**config.mk**
```make
export PLATFORM = sky130hd
export DESIGN_NAME = cdr_div
export DESIGN_NICKNAME = d
export VERILOG_FILES = /design/src/rtl/cdr_pkg.sv /design/src/rtl/cdr_div.sv
export SDC_FILE = /design/constraint.sdc
export NUM_CORES = 1
export LEC_CHECK = 0
export BUFFER_PORTS_ARGS = -buffer_cell sky130_fd_sc_hd__buf_4
export CORE_UTILIZATION = 62
export DETAILED_ROUTE_END_ITERATION = 12
export HOLD_SLACK_MARGIN = 0.12
export PLACE_DENSITY_LB_ADDON = 0.2
export SLEW_MARGIN = 40
export SYNTH_ARGS = -nofsm -noshare
export SYNTH_HDL_FRONTEND = slang
export SYNTH_SLANG_ARGS = --single-unit
```
**constraint.sdc**
```tcl
create_clock -name clk -period 6.6 [get_ports clk]
set_clock_uncertainty 0.15 [all_clocks]
set_input_delay 1.65 -clock clk [delete_from_list [all_inputs] [get_ports clk]]
set_output_delay 1.65 -clock clk [all_outputs]
set_load 0.02 [all_outputs]
```
**src/rtl/cdr_pkg.sv**
```systemverilog
package cdr_pkg;

	localparam logic [1:0] OP_LOAD_R = 2'd0;
	localparam logic [1:0] OP_LOAD_X = 2'd1;
	localparam logic [1:0] OP_RUN    = 2'd2;

	localparam logic [1:0] ST_OK       = 2'd0;
	localparam logic [1:0] ST_NORM     = 2'd1;
	localparam logic [1:0] ST_ZERO_DIV = 2'd2;

	typedef struct packed {
		logic               start;
		logic signed [31:0] num;
		logic signed [31:0] den;
	} div_req_t;

	typedef struct packed {
		logic               done;
		logic signed [31:0] quo;
	} div_rsp_t;

	typedef struct packed {
		logic        start;
		logic [63:0] rad;
	} sqrt_req_t;

	typedef struct packed {
		logic        done;
		logic [31:0] root;
	} sqrt_rsp_t;

	// magnitude and sign to a saturated 32-bit value
	function automatic logic signed [31:0] sat_mag(input logic [63:0] mag, input logic neg);
		logic [63:0] m;
		m = (mag > 64'h0000_0000_8000_0000) ? 64'h0000_0000_8000_0000 : mag;
		if (neg) begin
			sat_mag = ~m[31:0] + 32'd1;
		end else if (m[31]) begin
			sat_mag = 32'sh7FFF_FFFF;
		end else begin
			sat_mag = m[31:0];
		end
	endfunction

endpackage

```
**src/rtl/cdr_div.sv**
```systemverilog
module cdr_div #(
	parameter int FRAC_BITS = 16
) (
	input  logic              clk,
	input  logic              arst_n,
	input  cdr_pkg::div_req_t req,
	output cdr_pkg::div_rsp_t rsp
);

	localparam int NW = 32 + FRAC_BITS;
	localparam int CW = $clog2(NW + 1);

	logic [NW-1:0] num_q;
	logic [31:0]   rem_q;
	logic [31:0]   den_q;
	logic          neg_q;
	logic          busy_q;
	logic          done_q;
	logic [CW-1:0] cnt_q;

	logic [31:0]   mag_a;
	logic [31:0]   mag_b;
	logic [NW-1:0] numer;
	logic [32:0]   trial;
	logic [32:0]   diff;
	logic          ge;

	assign mag_a = req.num[31] ? (~req.num + 32'd1) : req.num;
	assign mag_b = req.den[31] ? (~req.den + 32'd1) : req.den;
	// rounding half of the divisor folded into the dividend
	assign numer = {mag_a, {FRAC_BITS{1'b0}}} + NW'(mag_b >> 1);

	assign trial = {rem_q, num_q[NW-1]};
	assign ge    = trial >= {1'b0, den_q};
	assign diff  = trial - {1'b0, den_q};

	always_ff @(posedge clk or negedge arst_n) begin
		if (!arst_n) begin
			busy_q <= 1'b0;
			done_q <= 1'b0;
			cnt_q  <= '0;
		end else begin
			done_q <= busy_q && (cnt_q == CW'(1));
			if (req.start) begin
				busy_q <= 1'b1;
				cnt_q  <= CW'(NW);
			end else if (busy_q) begin
				cnt_q <= cnt_q - CW'(1);
				if (cnt_q == CW'(1)) begin
					busy_q <= 1'b0;
				end
			end
		end
	end

	always_ff @(posedge clk) begin
		if (req.start) begin
			num_q <= numer;
			rem_q <= '0;
			den_q <= mag_b;
			neg_q <= req.num[31] ^ req.den[31];
		end else if (busy_q) begin
			rem_q <= ge ? diff[31:0] : trial[31:0];
			num_q <= {num_q[NW-2:0], ge};
		end
	end

	assign rsp.done = done_q;
	assign rsp.quo  = cdr_pkg::sat_mag(64'(num_q), neg_q);

endmodule

```
==> impl_results.md <==
* Postcts setup bufs at 0
* Final Hold Viols at 0
* Vias at 11000
* Routability Congestion at 0.965
* Synth area leaders: edfxtp_1 (22%), dfxtp_1 (5.8%), ha_1 (5.7%), xnor2_1 (5.0%), o21ai_0 (4.3%)
* Tot Pwr at 3920 µW
* Max Slew Vio Count at 0
* Mux share of post-synthesis cell area at 0.0200
* IO Pins at 100
* Clock-pin transition on the worst setup and hold timing paths at 60 ps
* Post-synth top area share at 0.220
* Largest stage delay, worst path at 610 ps
* # nets final at 1507
* Ys async rst share at 0.0661
* # diodes at 0
* Crit-path cells: nor4_1 -> nand4_1 -> or4_1 -> a21oi_2 -> nand2_1 -> ha_1 -> inv_1 -> a21oi_1 -> nor2_1 -> nor2_1 -> a211oi_1 -> buf_4
* Count of cell types in the netlist at 88
* Yosys top cell by area: edfxtp_1
* Largest net degree at the start of global routing at 69
* First-pass detailed-route iteration total at 6
* DIE HEIGHT at 136 µm
* Layout cells sized above 1 at 0.142
* Critical path capture point type: output port
* CTS buffer count at 17
* Crit path required time at 4800 ps
* Vias per inst at 6.78
* Worst R2R Setup Slack at 2110 ps
* Max frequency at 165 MHz
* Hold_buf cts at 0
* Hold Crit Class: register to register
* Worst-path fanout max at 11
* Initial antenna violation count at 0
* Minimum clock period at 6070 ps
* Slowest CP cell: or4_1
* Ys flop type: edfxtp_1
* Wire length per cell at 19.8 µm
* Critical Path Source Type: register
* Most numerous cell in the Yosys netlist: nor2_1
* P&R area growth vs syn at 12.2%
* GRT Util Overall at 0.354
* Final setup vio count at 0
* Setup Slack @ Placement at 302 ps
* Fin Setup TNS at 0 ps
* Layout fillers at 1401
* Seq cells post-synth at 121
* Port Buffer Count at 99
* Final worst setup slack at 533 ps
* Worst skew pair latency at 430 ps
* Number of synthesized flops with an enable pin at 81
* Most used cell along the critical path: nor2_1
* Post-DP HPWL at 23.2 mm
* Syn. warnings at 0
* Tcrit/Tclk final at 0.919
* Initial drt markers at 1283
* Cell Count, Final, Fillers Out at 1626
* Global-route wire length before repair at 51.0 mm
* Peak VDD IR at 0.000278 V
* Relative slew slack at 0.460
* Vias in the first global route at 10000
* Worst setup path category: register to output port
* TritonCTS clock tree: yes
* Root buffer cell: clkbuf_16
* # rows at 48
* Post-CTS sizing at 0
* Syn avg cell area at 8.29 µm²
* Status: completed
* Synth top cells by count: nor2_1 (101), o21ai_0 (96), nand2_1 (94), edfxtp_1 (81), a21oi_1 (76)
* DRC errors left at 0
* Largest family of logic cells by synthesized area: compound AO/OA/AOI/OAI gates
* Post-route antenna net violation count at 0
* Post-synthesis adder-cell area fraction at 0.0601
* Number of clock sinks at 121
* Synth Area in Simple Gates at 0.212
* Crit path DAT at 4270 ps
* Post-synthesis compound-gate area fraction at 0.271
* Setup repair after global routing missed its margin: false
* CTS max path bufs at 2
* Xor/xnor share of the synthesized area at 0.0816
* Initial Util at 0.638
* Max H-tree Level at 4
* Core area at 17400 µm²
* DP Cell Count at 1594
* Gr ovfl total at 0
* Final wirelength at 32.2 mm
* Cells after synthesis at 1335
* Pwr Density at 316 nW/µm²
* Die Width at 136 µm
* Pleak at 0.00482 µW
* Seq/Total Area, Yosys at 0.296
* Worst Tran Pin Value at 799 ps
* Die ar. at 18400 µm²
* Mapped cell area at 11100 µm²
* Max Cap Viol at 0
* Synth Net Count at 1454
==> layout make-up <==
class                           count  area [µm²]  share of cell area
Inverter                           69         259              0.0208
Clock inverter                     14         148              0.0119
Sequential cell                   121        3270               0.263
Clock buffer                       18         429              0.0345
Timing Repair Buffer              116         871              0.0701
Multi-Input combinational cell   1063        7160               0.576
Tap cell                          225         282              0.0227
==> report_power, final <==
part / leakage, µW / switching (µW) / internal (µW)
Sequential: 0.00118 / 194 / 1020
Clock: 0.000271 / 375 / 556
Combinational: 0.00337 / 1050 / 730
==> per-stage QoR <==
step | util | cell area [µm²] | hold slack [ps]
global route | 0.716 | 12400 | 380
finish | 0.716 | 12400 | 356
global placement | 0.682 | 11800 | 344
floorplan | - | 11100 | 323
detailed placement | 0.683 | 11800 | 349
CTS | 0.716 | 12400 | 357
==> placed cells by master, fill, tap and decap left out, drive strengths merged, types with 11 or more instances in the layout <==
master  netlist  layout
xnor2        64      64
o21a         11      11
and3         24      24
nor4         38      38
clkbuf       65      18
nand2b       20      20
o211ai       20      20
a21oi        76      76
a41oi        11      11
a311oi       20      20
nor2b        13      13
nor3         35      35
nand4        20      20
dfxtp        32      32
nor2        101     101
nand3        48      48
a211oi       18      18
or4          11      11
edfxtp       81      81
or3          14      14
inv          67      71
o21ai        97      97
buf          15     116
ha           50      50
xor2         37      37
nand2        94      94
mux2         17      17
a21o         23      23
o31ai        31      31
o41ai        21      21
a31oi        20      20
==> layer usage <==
layer	vias up	share of wire	track usage
met2	559	0.46	0.560
met4	0	0.030	0.133
met5	-	0	0
met3	82	0.082	0.0569
met1	5159	0.43	0.483
li1	5224	-	-
==> state kept, by name, indices dropped and copies added (netlist names) <==
name,cells
num_q,48
rem_q,32
den_q,32
busy_q,1
neg_q,1
cnt_q,6
done_q,1
==> worst max-delay path, delay by kind of cell, from the launching register on <==
family          cells  cell delay (ps)
fa+ha+maj           1              340
compound gates      3              640
buf+inv             2              360
flops               1              520
simple gates        6             1960
==> final timing paths <==
check	startpoint	end	depth (start not counted)
worst max-delay path	num_q[4]$_DFFE_PP_	rsp[12]	12
min in group asynchronous	arst_n	done_q$_DFF_PN0_	1
worst min register to register	rem_q[24]$_SDFFE_PP0P_	rem_q[24]$_SDFFE_PP0P_	2
worst max register to register	den_q[1]$_DFFE_PP_	rem_q[1]$_SDFFE_PP0P_	11
max in group asynchronous	arst_n	busy_q$_DFF_PN0_	1
worst min-delay path	rem_q[24]$_SDFFE_PP0P_	rem_q[24]$_SDFFE_PP0P_	2
==> kinds of logic (layout without fill, tap and decap cells) <==
family,count (synthesis),in the layout
mux,20,20
simple gates,457,457
fa+ha+maj,52,52
buf+inv,151,217
xor+xnor,101,101
flops,121,121
compound gates,433,433
Note: power is estimated with default switching activity, not from simulation.
