[src/rtl/cdr_pkg.sv]
package cdr_pkg;

	localparam logic [1:0] OP_LOAD_R = 2'd0;
	localparam logic [1:0] OP_LOAD_X = 2'd1;
	localparam logic [1:0] OP_RUN    = 2'd2;

	localparam logic [1:0] ST_OK       = 2'd0;
	localparam logic [1:0] ST_NORM     = 2'd1;
	localparam logic [1:0] ST_ZERO_DIV = 2'd2;

	typedef struct packed {
		logic               start;
		logic signed [31:0] num;
		logic signed [31:0] den;
	} div_req_t;

	typedef struct packed {
		logic               done;
		logic signed [31:0] quo;
	} div_rsp_t;

	typedef struct packed {
		logic        start;
		logic [63:0] rad;
	} sqrt_req_t;

	typedef struct packed {
		logic        done;
		logic [31:0] root;
	} sqrt_rsp_t;

	// magnitude and sign to a saturated 32-bit value
	function automatic logic signed [31:0] sat_mag(input logic [63:0] mag, input logic neg);
		logic [63:0] m;
		m = (mag > 64'h0000_0000_8000_0000) ? 64'h0000_0000_8000_0000 : mag;
		if (neg) begin
			sat_mag = ~m[31:0] + 32'd1;
		end else if (m[31]) begin
			sat_mag = 32'sh7FFF_FFFF;
		end else begin
			sat_mag = m[31:0];
		end
	endfunction

endpackage

[src/rtl/cdr_sqrt.sv]
module cdr_sqrt (
	input  logic               clk,
	input  logic               arst_n,
	input  cdr_pkg::sqrt_req_t req,
	output cdr_pkg::sqrt_rsp_t rsp
);

	logic [63:0] rad_q;
	logic [33:0] rem_q;
	logic [31:0] root_q;
	logic [5:0]  cnt_q;
	logic        busy_q;
	logic        done_q;

	logic [34:0] remsh;
	logic [34:0] trial;
	logic        ge;

	// two radicand bits per step
	assign remsh = {rem_q[32:0], rad_q[63:62]};
	assign trial = {1'b0, root_q, 2'b01};
	assign ge    = remsh >= trial;

	always_ff @(posedge clk or negedge arst_n) begin
		if (!arst_n) begin
			busy_q <= 1'b0;
			done_q <= 1'b0;
			cnt_q  <= '0;
		end else begin
			done_q <= busy_q && (cnt_q == 6'd1);
			if (req.start) begin
				busy_q <= 1'b1;
				cnt_q  <= 6'd32;
			end else if (busy_q) begin
				cnt_q <= cnt_q - 6'd1;
				if (cnt_q == 6'd1) begin
					busy_q <= 1'b0;
				end
			end
		end
	end

	always_ff @(posedge clk) begin
		if (req.start) begin
			rad_q  <= req.rad;
			rem_q  <= '0;
			root_q <= '0;
		end else if (busy_q) begin
			rem_q  <= ge ? 34'(remsh - trial) : remsh[33:0];
			root_q <= {root_q[30:0], ge};
			rad_q  <= {rad_q[61:0], 2'b00};
		end
	end

	assign rsp.done = done_q;
	assign rsp.root = root_q[31] ? 32'h7FFF_FFFF : root_q;

endmodule

[config.mk]
export PLATFORM = sky130hd
export DESIGN_NAME = cdr_sqrt
export DESIGN_NICKNAME = d
export VERILOG_FILES = /design/src/rtl/cdr_pkg.sv /design/src/rtl/cdr_sqrt.sv
export SDC_FILE = /design/constraint.sdc
export NUM_CORES = 1
export LEC_CHECK = 0
export BUFFER_PORTS_ARGS = -buffer_cell sky130_fd_sc_hd__buf_2
export CELL_PAD_IN_SITES_DETAIL_PLACEMENT = 1
export CELL_PAD_IN_SITES_GLOBAL_PLACEMENT = 1
export CORE_MARGIN = 2
export CORE_UTILIZATION = 29
export CTS_CLUSTER_DIAMETER = 150
export DETAILED_ROUTE_END_ITERATION = 6
export HOLD_SLACK_MARGIN = 0.1
export MAX_ROUTING_LAYER = met4
export PLACE_DENSITY = 0.59
export REMOVE_ABC_BUFFERS = 1
export SYNTH_ARGS = -nofsm -noshare
export SYNTH_HDL_FRONTEND = slang
export SYNTH_SLANG_ARGS = --single-unit
export TNS_END_PERCENT = 1
[constraint.sdc]
create_clock -name clk -period 3.05 [get_ports clk]
set_input_delay 0.4575 -clock clk [delete_from_list [all_inputs] [get_ports clk]]
set_output_delay 0.4575 -clock clk [all_outputs]
set_load 0.02 [all_outputs]
==> impl_metrics.tcl, run 1 <==
set metrics [dict create \
    dp_hpwl_um 14800 \
    num_vias 5948 \
    initialDrtViolationCount 256 \
    synth.mux.area_fraction_pct 15.7 \
    drv_cap 0 \
    hp-class "in -> reg" \
    final_area_mm2 0.00922 \
    h-tree-depth 4 \
    synth-edff-count 64 \
    p_clk_share_pct 23.5 \
    cts_tree "yes" \
    crit_path_end "rem_q[27]" \
    grt_overflow 0 \
    outcome "complete, no violations" \
    ys_ff_latch 137 \
    ys.flop_type "dfxtp_1" \
    clk_pin_slew_ns 0.06 \
    synth_largest_area_cell "edfxtp_1" \
    coreArea_mm2 0.0261 \
    synth.top_cells.by_count "nor2_1 (85), nand2_1 (83), dfxtp_1 (65), edfxtp_1 (64), mux2_2 (63)" \
    min_period_ns 2.81 \
    power_leakage_nw 4.21 \
    cts_made_buffers 17 \
    area_growth_pct 19.5 \
    start_util_pct 29.6 \
    routedWlPerCell_um 16.4 \
    async_reset_ff_share_pct 5.84 \
    syn_area_mm2 0.00771 \
    setup_violations 0 \
    fin_nets 974 \
    synth-adder-area-share_pct 5.84 \
    die_y_um 167 \
    endpoint_kind "register" \
    slew_violations 0 \
    seq_area_frac_synth_pct 44.4 \
    synth_compound_area_share_pct 12.1 \
    cts.sink_count 137 \
    clockBufferDepth 2 \
    yosysMostFrequentCell "nor2_1" \
    path_class "reg -> reg" \
    seqPwrFrac_pct 28.8 \
    crit_path_max_fanout 22 \
    post-route-period-util_pct 92.2 \
    antenna_left 0 \
    track_usage_pct 15.3 \
    p_comb_share_pct 47.7 \
    antenna_found_initial 7 \
    dieWidth_um 167 \
    multi_input_area_mm2 0.00393 \
    p_sw_w 0.00341 \
    synth_top_area_share_pct 24.9 \
    clock_skew_ns 0.00999 \
    rsz0062_at_grt "false" \
    num_io_pins 100 \
    hold_viol 0 \
    die_area_mm2 0.0279 \
    rows 59 \
    r2r_end "rem_q[27]" \
    synth_cell_types 60 \
    crit_start "root_q[20]" \
    synthSimpleGateAreaFrac_pct 13.5 \
    synth_top_family_by_area "multiplexers" \
    synth_xor_area_share_pct 3.63 \
    fmax_mhz 356 \
    yosysWarningCount 0 \
    syn_area_per_cell_um2 9.86 \
    fillerInstances 2990 \
    first_pass_iters 4 \
    worst_pin_slew_ns 0.615 \
    grt_pass1_wl_um 33100 \
    cp-start-kind "register" \
    place_area_mm2 0.00862 \
    layout-drive-gt1-share_pct 25.0 \
    finish.utilization_pct 35.4 \
    grt_max_degree 51 \
    synthTopCellsByArea "edfxtp_1 (25%), dfxtp_1 (17%), mux2_2 (9.2%), mux2i_1 (6.5%), ha_1 (5.8%)" \
    clockRootBuffer "clkbuf_16" \
    netlist_instances 782 \
    grt_pass1_vias 6244 \
    seq_area_mm2 0.00343 \
    required_ns 3.35 \
    switching_share_pct 39.2 \
    r2r_cells 11 \
    route.final.wire_length_um 20100 \
    port_buffers 98 \
    power_density_mw_per_mm2 943 \
    rr_startpoint "root_q[20]" \
    clock_latency_ns 0.43 \
    cell_internal_pwr_w 0.00529 \
    regToRegSetupSlack_ns 0.24 \
    ir_drop_uv 371 \
    place.gp.congestion 0.822 \
    via_per_inst 4.85 \
    drcViolationCount 0 \
    critical_path_arrival_ns 3.11 \
    max_slew_margin_pct 59.0 \
]
==> sequential cells by signal, summed over array words and instances, names as in the netlist <==
register,cells
busy_q,1
cnt_q,6
done_q,1
rad_q,64
rem_q,33
root_q,32
==> metrics by stage <==
stage          power, W  std cells  hold slack, ns  setup TNS, ns  setup slack [ns]
6_report        0.00870       1227           0.314              0             0.238
2_1_floorplan   0.00553        735           0.162         -90.39             -1.40
5_1_grt         0.00938       1226           0.303              0            0.0128
4_1_cts         0.00882       1219           0.292              0             0.202
3_5_place_dp    0.00671       1186           0.317              0             0.216
3_3_place_gp    0.00668       1186           0.315              0             0.249
==> critical path, cell delays in order (launching register included) <==
cell and delay [ns]:
dfxtp_1 0.35, inv_1 0.07, ha_1 0.38, a21o_1 0.24
a211o_1 0.28, o21ai_2 0.14, a31oi_1 0.12, nand3b_4 0.19
a31oi_4 0.27, buf_12 0.22, nand2b_1 0.27, o211ai_1 0.15
==> logic make-up after synthesis <==
family / Yosys count
AO/OA/AOI/OAI: 140
XOR/XNOR: 32
adder cells (fa/ha/maj): 36
buffers and inverters: 90
flip-flops: 137
multiplexers: 113
other: 1
AND/OR/NAND/NOR: 233
==> worst min-delay path by stage <==
stage,from,endpoint,depth (start not counted)
2_1_floorplan,arst_n,busy_q,0
3_3_place_gp,arst_n,cnt_q[4],1
3_5_place_dp,arst_n,cnt_q[5],1
4_1_cts,req[1],rad_q[1],2
5_1_grt,req[1],rad_q[1],2
6_report,req[1],rad_q[1],2
==> metal layers <==
metal,vias to the layer above,wire length (µm),GRT usage [%],share of wire (%)
met1,2856,9410,18.7,47
met4,0,171,3.49,0.85
met3,12,1250,5.58,6.2
li1,2980,-,-,-
met2,100,9290,24.1,46
met5,-,0,-,0
==> area by class of cell <==
class | count | share of cell area [%]
multi-input cells | 555 | 42.6
flip-flops and latches | 137 | 37.2
repair buffers | 117 | 7.60
clock buffers | 18 | 4.65
well taps | 335 | 4.55
inverters | 43 | 1.75
clock inverters | 14 | 1.49
diodes | 8 | 0.217
==> power by group through the flow <==
| stage | clock (W) | sequential [W] | combinational (W) |
|---|---|---|---|
| floorplan | 0 | 0.00249 | 0.00304 |
| global placement | 0 | 0.00254 | 0.00414 |
| detailed placement | 0 | 0.00255 | 0.00416 |
| CTS | 0.00211 | 0.00251 | 0.00419 |
| global route | 0.00218 | 0.00255 | 0.00465 |
| finish | 0.00204 | 0.00251 | 0.00415 |
==> cells in the final DEF (no fill, tap or decap), types with 14 or more instances in the layout <==
master and n:
buf_2 97, nor2_1 85, nand2_1 83, dfxtp_1 65
edfxtp_1 64, mux2_2 63, mux2i_1 50, inv_1 42
a21oi_1 36, ha_1 36, o21ai_0 25, a211oi_1 19
xnor2_1 18, clkbuf_16 17, xor2_1 14, buf_4 14
==> timing repair <==
action / in CTS / in global routing
resized for setup: 0 / 1
hold endpoints to repair: 8 / 0
buffers inserted: 0 / 0
hold buffers: 1 / 0
endpoints found under the setup margin: 0 / 1
No activity file was read; power rests on OpenSTA's default activity.
==> run 2, diff against run 1 <==
ABC_AREA = 1   (was not set)
PLACE_DENSITY = 0.62   (was 0.59)
==> impl_metrics.tcl, run 2 <==
set metrics [dict create \
    outcome "complete, no violations" \
    synth-edff-count 64 \
    routedWlPerCell_um 14.8 \
    yosysWarningCount 0 \
    start_util_pct 29.6 \
    rows 61 \
    async_reset_ff_share_pct 5.84 \
    clockRootBuffer "clkbuf_16" \
    seq_area_frac_synth_pct 41.4 \
    layout_common_cells "nand2_1 (578), inv_1 (146), buf_2 (98), nand3_1 (77), dfxtp_1 (65)" \
    clockBufferDepth 2 \
    largest_reg_flops 64 \
    coreArea_mm2 0.0279 \
    hp-class "in -> reg" \
    max_slew_margin_pct 58.2 \
    path_class "reg -> reg" \
    crit_path_end "rem_q[26]" \
    dp_hpwl_um 18500 \
    grt_overflow 0 \
    crit_buf_inv 2 \
    reg.largest.list "rad_q: 64 flops, rem_q: 33 flops, root_q: 32 flops" \
    crit_path_max_fanout 35 \
    slowest_delay_ns 0.46 \
    endpoint_kind "register" \
    ir_drop_uv 395 \
    r2r_end "rem_q[26]" \
    power_leakage_nw 5.33 \
    synth_top_area_share_pct 26.2 \
    clock_skew_ns 0.0169 \
    cts_made_buffers 17 \
    rr_startpoint "root_q[26]" \
    layout-drive-gt1-share_pct 13.0 \
    seq_area_mm2 0.00342 \
    syn_area_mm2 0.00828 \
    multi_input_area_mm2 0.00410 \
    place_ws_ns 0.379 \
    initialDrtViolationCount 352 \
    cp.depth 14 \
    dieWidth_um 173 \
    antenna_found_initial 2 \
    synth_cell_types 40 \
    fillerInstances 3624 \
    cp-start-kind "register" \
    route.final.wire_length_um 25000 \
    finish.utilization_pct 35.1 \
    cts.sink_count 137 \
    cp_common_cell "nand2_1" \
    ys_ff_latch 137 \
    first_pass_iters 6 \
    cts_hold_buf 1 \
    place.gp.congestion 0.920 \
    hold_viol 0 \
    clk_pin_slew_ns 0.08 \
    worst_pin_slew_ns 0.627 \
    ys.flop_type "dfxtp_1" \
    drcViolationCount 0 \
    netlist_instances 1208 \
    yosysMostFrequentCell "nand2_1" \
    grt_pass1_wl_um 41400 \
    clock_latency_ns 0.44 \
    crit_start "root_q[26]" \
    synthTopCellsByArea "nand2_1 (26%), edfxtp_1 (23%), dfxtp_1 (16%), inv_1 (6.7%), ha_1 (5.4%)" \
    drv_cap 0 \
    fmax_mhz 378 \
    h-tree-depth 4 \
    worst_slack_ns 0.405 \
    fin_nets 1403 \
    required_ns 3.38 \
    num_vias 7594 \
    syn_area_per_cell_um2 6.85 \
    post-route-period-util_pct 86.7 \
    rsz0062_at_grt "false" \
    cp_top_family "simple AND/OR/NAND/NOR gates" \
    port_buffers 98 \
    setup_violations 0 \
    synth_largest_area_cell "nand2_1" \
    grt_max_degree 64 \
    die_y_um 173 \
    antenna_left 0 \
    cp_slowest_cell "nor2_8" \
    via_per_inst 4.48 \
    synth.top_cells.by_count "nand2_1 (578), inv_1 (147), nand3_1 (77), dfxtp_1 (65), edfxtp_1 (64)" \
    regMostFlops "rad_q" \
    die_area_mm2 0.0299 \
    power_density_mw_per_mm2 997 \
    min_period_ns 2.64 \
    layout_commonest_cell "nand2_1" \
    path_cells "inv_1 > ha_1 > nand2_1 > nor3_2 > nand2_1 > clkinv_1 > nand2_1 > nand2_2 > nor2_8 > nand2_8 > nand2_1 > nand2_1 > nand2_1 > nand2_1" \
    area_growth_pct 18.3 \
    holdPathStages 3 \
    critical_path_arrival_ns 2.98 \
    cts-resized-gates 0 \
    post-cts-setup-buffers 0 \
    grt_pass1_vias 7933 \
    slew_violations 0 \
    track_usage_pct 17.6 \
    cts_tree "yes" \
    num_io_pins 100 \
    regToRegSetupSlack_ns 0.41 \
    r2r_cells 14 \
]
[run 2: cell type report]
type | count | area share (%)
clock inverters | 15 | 1.79
well taps | 378 | 4.83
repair buffers | 112 | 6.23
inverters | 154 | 5.93
diodes | 3 | 0.0766
flip-flops and latches | 137 | 35.0
clock buffers | 17 | 4.34
multi-input cells | 878 | 41.8
[run 2: cells by family (layout without fill, tap and decap cells)]
| group | after synthesis | after routing | share of synthesized area, % |
|---|---|---|---|
| AO/OA/AOI/OAI | 69 | 69 | 4.82 |
| XOR/XNOR | 15 | 15 | 1.59 |
| adder cells (fa/ha/maj) | 36 | 36 | 5.44 |
| buffers and inverters | 193 | 298 | 9.19 |
| flip-flops | 137 | 137 | 41.4 |
| other | 1 | 4 | 0.0453 |
| AND/OR/NAND/NOR | 757 | 757 | 37.6 |
[run 2: metrics by stage]
step                std cells  hold slack [ns]  setup TNS, ns  cell area (µm²)  power [W]
CTS                      1691            0.258              0             9790    0.00990
floorplan                1169            0.162        -142.85             8100    0.00616
global route             1693            0.275              0             9790     0.0107
global placement         1658            0.314              0             9180    0.00760
finish                   1694            0.267              0             9790    0.00976
detailed placement       1658            0.312              0             9180    0.00766
[run 2: worst min path at each step]
stage / start / end
2_1_floorplan: arst_n / busy_q
3_3_place_gp: arst_n / cnt_q[5]
3_5_place_dp: arst_n / cnt_q[5]
4_1_cts: req[0] / rad_q[0]
5_1_grt: req[3] / rad_q[3]
6_report: req[1] / rad_q[1]
[run 2: metal layers]
layer / vias to the layer above / track usage, % / part of all wire [%]
met2: 125 / 29.3 / 47
met5: - / - / 0
met4: 0 / 3.43 / 0.98
li1: 3968 / - / -
met3: 14 / 3.21 / 4.0
met1: 3487 / 22.5 / 48
[run 2: tightest hold or removal path: stages]
cell     delay [ns]
buf_2          0.08
nand2_1        0.04
inv_1          0.04
[run 2: power by group]
| part | internal (W) | switching [W] | total, W |
|---|---|---|---|
| registers | 0.00224 | 0.000179 | 0.00242 |
| clock network | 0.00118 | 0.000986 | 0.00216 |
| logic | 0.00165 | 0.00352 | 0.00517 |
| total | 0.00508 | 0.00468 | 0.00976 |
